[config.mk]
export PLATFORM = sky130hd
export DESIGN_NAME = ascon_permutation_core
export DESIGN_NICKNAME = d
export VERILOG_FILES = /design/src/sv/ascon_pkg.sv /design/src/sv/ascon_permutation_core.sv /design/src/sv/ascon_round.sv
export SDC_FILE = /design/constraint.sdc
export NUM_CORES = 1
export LEC_CHECK = 0
export BUFFER_PORTS_ARGS = -buffer_cell sky130_fd_sc_hd__buf_2
export CORE_ASPECT_RATIO = 1.2
export CORE_MARGIN = 5
export CORE_UTILIZATION = 62
export DETAILED_ROUTE_END_ITERATION = 6
export PLACE_DENSITY = 0.89
export RECOVER_POWER = 50
export SETUP_SLACK_MARGIN = 0.2
export SLEW_MARGIN = 15
export SYNTH_ARGS = -nofsm -noshare
export SYNTH_HDL_FRONTEND = slang
export SYNTH_SLANG_ARGS = --single-unit
[constraint.sdc]
create_clock -name clk -period 41.2 [get_ports clk]
set_input_delay 8.24 -clock clk [delete_from_list [all_inputs] [get_ports clk]]
set_output_delay 8.24 -clock clk [all_outputs]
set_load 0.005 [all_outputs]
[src/sv/ascon_pkg.sv]
// Shared types and constants for the Ascon 320-bit permutation core.
// Holds the transfer structs, the sequencer states and the round constant helper.
// No dependencies.
package ascon_pkg;

	localparam int unsigned WordWidth = 64;
	localparam int unsigned NumWords  = 5;
	localparam int unsigned RndWidth  = 4;

	// Last round index plus one; a start at or above this applies no round
	localparam logic [RndWidth-1:0] NumRounds = 4'd12;

	typedef logic [NumWords-1:0][WordWidth-1:0] state_t;

	typedef struct packed {
		logic [WordWidth-1:0] word_0;
		logic [WordWidth-1:0] word_1;
		logic [WordWidth-1:0] word_2;
		logic [WordWidth-1:0] word_3;
		logic [WordWidth-1:0] word_4;
		logic [RndWidth-1:0]  start_round;
	} in_item_t;

	typedef struct packed {
		logic [WordWidth-1:0] out_word_0;
		logic [WordWidth-1:0] out_word_1;
		logic [WordWidth-1:0] out_word_2;
		logic [WordWidth-1:0] out_word_3;
		logic [WordWidth-1:0] out_word_4;
	} out_item_t;

	typedef enum logic {
		ST_IDLE,
		ST_RUN
	} seq_state_t;

	// Round constant: high nibble is 15 - r, low nibble is r
	function automatic logic [7:0] round_const(input logic [RndWidth-1:0] r);
		round_const = {~r, r};
	endfunction

endpackage

[src/sv/ascon_permutation_core.sv]
// Ascon 320-bit permutation core: top level with round sequencer and output register.
// Depends on ascon_pkg and ascon_round.
//
// Usage:
//  - Input channel (in_valid / in_ready / in_data) carries five 64-bit state words
//    and a start round 0..15; starts of 12 and above pass the words through.
//  - Output channel (out_valid / out_ready / out_data) carries the permuted words.
//  - One round unit is reused once per cycle; a transfer with start round s runs
//    (12 - s) rounds, then hands over to the output register before the sequencer
//    returns to idle and can accept the next item.
//  - in_ready is high only while the sequencer is idle.
//  - The output register frees the sequencer: a new item may be accepted while a
//    result still waits. If the receiver stalls, the finished state waits in the
//    working register and the sequencer holds until the output register drains.
//  - Reset clears the sequencer and out_valid; no item is in flight afterwards.
module ascon_permutation_core (
	input  logic                 clk,
	input  logic                 arst_n,
	input  logic                 in_valid,
	output logic                 in_ready,
	input  ascon_pkg::in_item_t  in_data,
	output logic                 out_valid,
	input  logic                 out_ready,
	output ascon_pkg::out_item_t out_data
);

	ascon_pkg::seq_state_t             state_q, state_nxt;
	ascon_pkg::state_t                 work_q;
	ascon_pkg::state_t                 round_out;
	logic [ascon_pkg::RndWidth-1:0]    round_q;
	logic                              out_valid_q;
	ascon_pkg::out_item_t              out_data_q;
	logic                              done;
	logic                              out_free;
	logic                              in_xfer;
	logic                              step;
	logic                              load_out;

	assign done     = (round_q >= ascon_pkg::NumRounds);
	assign out_free = !out_valid_q || out_ready;
	assign in_xfer  = in_valid && in_ready;

	// shared round unit
	ascon_round u_round (
		.state_in  (work_q),
		.rnd       (round_q),
		.state_out (round_out)
	);

	// sequencer next state
	always_comb begin
		state_nxt = state_q;
		unique case (state_q)
			ascon_pkg::ST_IDLE: begin
				if (in_valid) state_nxt = ascon_pkg::ST_RUN;
			end
			ascon_pkg::ST_RUN: begin
				if (done && out_free) state_nxt = ascon_pkg::ST_IDLE;
			end
			default: state_nxt = ascon_pkg::ST_IDLE;
		endcase
	end

	// sequencer outputs
	always_comb begin
		in_ready = 1'b0;
		step     = 1'b0;
		load_out = 1'b0;
		unique case (state_q)
			ascon_pkg::ST_IDLE: begin
				in_ready = 1'b1;
			end
			ascon_pkg::ST_RUN: begin
				step     = !done;
				load_out = done && out_free;
			end
			default: begin
				in_ready = 1'b0;
			end
		endcase
	end

	// control registers
	always_ff @(posedge clk or negedge arst_n) begin
		if (!arst_n) begin
			state_q     <= ascon_pkg::ST_IDLE;
			round_q     <= ascon_pkg::NumRounds;
			out_valid_q <= 1'b0;
		end else begin
			state_q <= state_nxt;
			if (in_xfer) begin
				round_q <= in_data.start_round;
			end else if (step) begin
				round_q <= round_q + 1'b1;
			end
			if (load_out) begin
				out_valid_q <= 1'b1;
			end else if (out_ready) begin
				out_valid_q <= 1'b0;
			end
		end
	end

	// working state and output payload
	always_ff @(posedge clk) begin
		if (in_xfer) begin
			work_q[0] <= in_data.word_0;
			work_q[1] <= in_data.word_1;
			work_q[2] <= in_data.word_2;
			work_q[3] <= in_data.word_3;
			work_q[4] <= in_data.word_4;
		end else if (step) begin
			work_q <= round_out;
		end
		if (load_out) begin
			out_data_q.out_word_0 <= work_q[0];
			out_data_q.out_word_1 <= work_q[1];
			out_data_q.out_word_2 <= work_q[2];
			out_data_q.out_word_3 <= work_q[3];
			out_data_q.out_word_4 <= work_q[4];
		end
	end

	assign out_valid = out_valid_q;
	assign out_data  = out_data_q;

`ifndef SYNTH
	// an accepted item blocks the input for at least the next cycle
	a_busy_after_xfer: assert property (@(posedge clk) disable iff (!arst_n)
		in_xfer |=> !in_ready)
		else $error("input ready one cycle after a transfer");

	// each round step advances the round index by exactly one
	a_round_advance: assert property (@(posedge clk) disable iff (!arst_n)
		step |=> (round_q == $past(round_q) + 1'b1))
		else $error("round index did not advance");

	// a result appears only when a finished run is handed over
	a_out_from_run: assert property (@(posedge clk) disable iff (!arst_n)
		$rose(out_valid_q) |-> ($past(state_q) == ascon_pkg::ST_RUN && $past(done)))
		else $error("output loaded outside a finished run");

	// the handover never overwrites a result still waiting
	a_no_overwrite: assert property (@(posedge clk) disable iff (!arst_n)
		load_out |-> (!out_valid_q || out_ready))
		else $error("output register overwritten while stalled");
`endif

endmodule

[src/sv/ascon_round.sv]
// One Ascon round: constant addition, 5-bit substitution layer and linear diffusion.
// Depends on ascon_pkg for the state type and round constant.
module ascon_round (
	input  ascon_pkg::state_t                   state_in,
	input  logic [ascon_pkg::RndWidth-1:0]      rnd,
	output ascon_pkg::state_t                   state_out
);

	function automatic logic [63:0] ror(input logic [63:0] v, input int unsigned n);
		ror = (v >> n) | (v << (64 - n));
	endfunction

	logic [63:0] x2c;
	logic [63:0] a0, a1, a2, a3, a4;
	logic [63:0] t0, t1, t2, t3, t4;
	logic [63:0] n0, n1, n2, n3, n4;

	// constant addition into x2
	assign x2c = state_in[2] ^ {56'd0, ascon_pkg::round_const(rnd)};

	// substitution layer, all 64 slices at once
	always_comb begin
		a0 = state_in[0] ^ state_in[4];
		a4 = state_in[4] ^ state_in[3];
		a2 = x2c ^ state_in[1];
		a1 = state_in[1];
		a3 = state_in[3];

		t0 = a0 ^ (~a1 & a2);
		t1 = a1 ^ (~a2 & a3);
		t2 = a2 ^ (~a3 & a4);
		t3 = a3 ^ (~a4 & a0);
		t4 = a4 ^ (~a0 & a1);

		n0 = t0 ^ t4;
		n1 = t1 ^ t0;
		n2 = ~t2;
		n3 = t3 ^ t2;
		n4 = t4;
	end

	// linear diffusion, one rotation pair per word
	assign state_out[0] = n0 ^ ror(n0, 19) ^ ror(n0, 28);
	assign state_out[1] = n1 ^ ror(n1, 61) ^ ror(n1, 39);
	assign state_out[2] = n2 ^ ror(n2, 1)  ^ ror(n2, 6);
	assign state_out[3] = n3 ^ ror(n3, 10) ^ ror(n3, 17);
	assign state_out[4] = n4 ^ ror(n4, 7)  ^ ror(n4, 41);

endmodule

==> out/metrics.cfg <==
[floorplan]
core-area_um2 = 63100
die_height_um = 286
fp-row-count = 101
die_x_um = 240
ios = 650
dieArea_um2 = 68500
initial_core_util_pct = 62.3

[placed_design]
numPortBuffers = 649
hpwl_mm = 119
place.gp.congestion = 1.10

[worst_setup_path]
path_buf_inv = 5
endpoint_kind = register
crit_path_max_fanout = 78
slowest_stage = clkbuf_1
crit_path_start_kind = input pin
path_common_cell = clkbuf_1
cp.required_ps = 41440
cp_cell_sequence = buf_2 -> inv_1 -> a21oi_4 -> clkbuf_1 -> clkbuf_1 -> buf_4
setup.worst_path.class = input pin to register
slowest_delay_ps = 2180
path_delay_family = buffers and inverters
arrival_ps = 13450

[sta]
slew_headroom_pct = -129
tightest_slew_ps = 3430
rsz0062_at_grt = false
hold_violations = 0
finalSetupTns_ps = 0
max_freq_ghz = 0.0757
fin_crit_ps = 13210
finalCritPeriodShare_pct = 32.1
skew_ps = 39.1
setup_viol = 0
slew_violations = 244

[final_layout]
nNetsFinal = 4067
area_growth_pct = 15.6
final_cell_mix = 640 x edfxtp_1, 442 x buf_2, 364 x nand2_1
mostFrequentLayoutCell = edfxtp_1
drive_gt1_share_pct = 19.7

[detailed_routing]
viasPerCell = 6.37
post_drt_wl_per_cell_um = 33.3
num_vias = 28600
drcViolationCount = 0
firstDrtPassIters = 6
drt_iter0_drc = 4570
detail-route-antenna-nets = 0
routed_wl_mm = 150

[yosys]
synth_top_family_by_area = XOR/XNOR gates
synth_warnings = 0
ys_ff_latch = 646
postSynthCellCount = 2944
syn-cell-area_um2 = 39300
synthSimpleGateAreaFrac_pct = 5.90
synth_compound_area_share_pct = 5.45
synth_nets = 3401
synth_mux_area_share_pct = 0.790
synth.avg_cell_area_um2 = 13.3
yosysSeqAreaShare_pct = 49.3
synthAdderAreaFrac_pct = 4.19
yosysUniqueCellTypes = 31
synth_xor_area_share_pct = 32.3

[clocking]
cts_inserted_buffers = 66
post_cts_buffers = 0
clockBufferDepth = 3
cts_tree = built
insertion_delay_ps = 640
path_clk_slew_ps = 60
cts_root_buf = clkbuf_16
hold_buffers = 0
cts_resized = 0
htreeDepth = 3
cts_sinks = 646

[status]
violations = capacitance limit, slew limit
status = finished, violations left

[worst_hold_path]
holdCritPathClass = register to register

[grt]
grt_pass1_wl_mm = 202
overflow = 0
track_usage_pct = 42.7
grt_max_degree = 165
grt_pass1_vias = 27700
antenna_found_initial = 11

[flow_run]
max-cap-violations = 5

## area by class of cell
type | count | area [um2]
Antenna cell | 7 | 17.5
Clock buffer | 77 | 1730
Clock inverter | 37 | 452
Fill cell | 4162 | 17700
Inverter | 134 | 503
Multi-Input combinational cell | 2094 | 19100
Sequential cell | 646 | 19400
Tap cell | 824 | 1030
Timing Repair Buffer | 668 | 3150
## synthesized netlist by cell type, drive strengths merged
| cell type | number | share of area (%) |
|---|---|---|
| a21oi | 203 | 2.6 |
| a41oi | 1 | 0.022 |
| dfrtp | 4 | 0.25 |
| xnor2 | 484 | 14 |
| a211oi | 1 | 0.019 |
| nand3b | 1 | 0.019 |
| dfstp | 2 | 0.13 |
| nor2 | 243 | 2.3 |
| ha | 129 | 4.1 |
| inv | 134 | 1.3 |
| xor3 | 22 | 1.3 |
| a31oi | 1 | 0.016 |
| nand2 | 364 | 3.5 |
| edfxtp | 640 | 49 |
| nor2b | 3 | 0.048 |
| xor2 | 146 | 3.5 |
| xnor3 | 243 | 14 |
| buf | 26 | 0.30 |
| nand3 | 2 | 0.025 |
| mux2i | 4 | 0.10 |
| maj3 | 3 | 0.083 |
| mux2 | 24 | 0.69 |
| clkbuf | 44 | 0.42 |
| o21ai | 220 | 2.8 |
## flip-flops by register name, summed over array words and instances (netlist names)
register   count
out_data     320
round_q        4
out_valid      1
state_q        1
work_q       320
## stage by stage
step	instance area (um2)	worst slack (ps)	hold WS, ps	util, %	std cells
after CTS	45600	30650	479	72.4	4480
after detailed placement	43500	30020	469	68.9	4366
after floorplan	39300	16430	447	-	2944
final	45400	27990	479	71.9	4487
after global placement	43500	30090	458	68.9	4366
after global routing	45400	27680	480	71.9	4481
## metal layers
metal / global-route usage [%] / vias to the layer above / share of wire [%]
met5: 0 / - / 0.055
met4: 32.9 / 12 / 10
met3: 12.4 / 694 / 14
met2: 65.2 / 2625 / 44
met1: 50.9 / 13700 / 31
li1: - / 11600 / -
## final timing paths
path	from	endpoint	slack, ps	cells past startpoint
worst max-delay path	out_ready	out_data[228]$_DFFE_PP_	27990	6
worst min-delay path	work_q[129]$_DFFE_PP_	out_data[129]$_DFFE_PP_	480	0
worst max register to register	round_q[2]$_DFFE_PN1P_	out_data[228]$_DFFE_PP_	34910	5
worst min register to register	work_q[129]$_DFFE_PP_	out_data[129]$_DFFE_PP_	480	0
max in group asynchronous	arst_n	round_q[2]$_DFFE_PN1P_	33360	1
min in group asynchronous	arst_n	out_valid$_DFFE_PN0P_	7530	1
## logic make-up after synthesis
logic type | after synthesis
mux | 28
flops | 646
simple gates | 613
xor+xnor | 895
fa+ha+maj | 132
buf+inv | 204
compound gates | 426
Power is left out: the tool's default activity adds up to more than one toggle a clock period on the data nets, which glitch-free logic cannot reach.
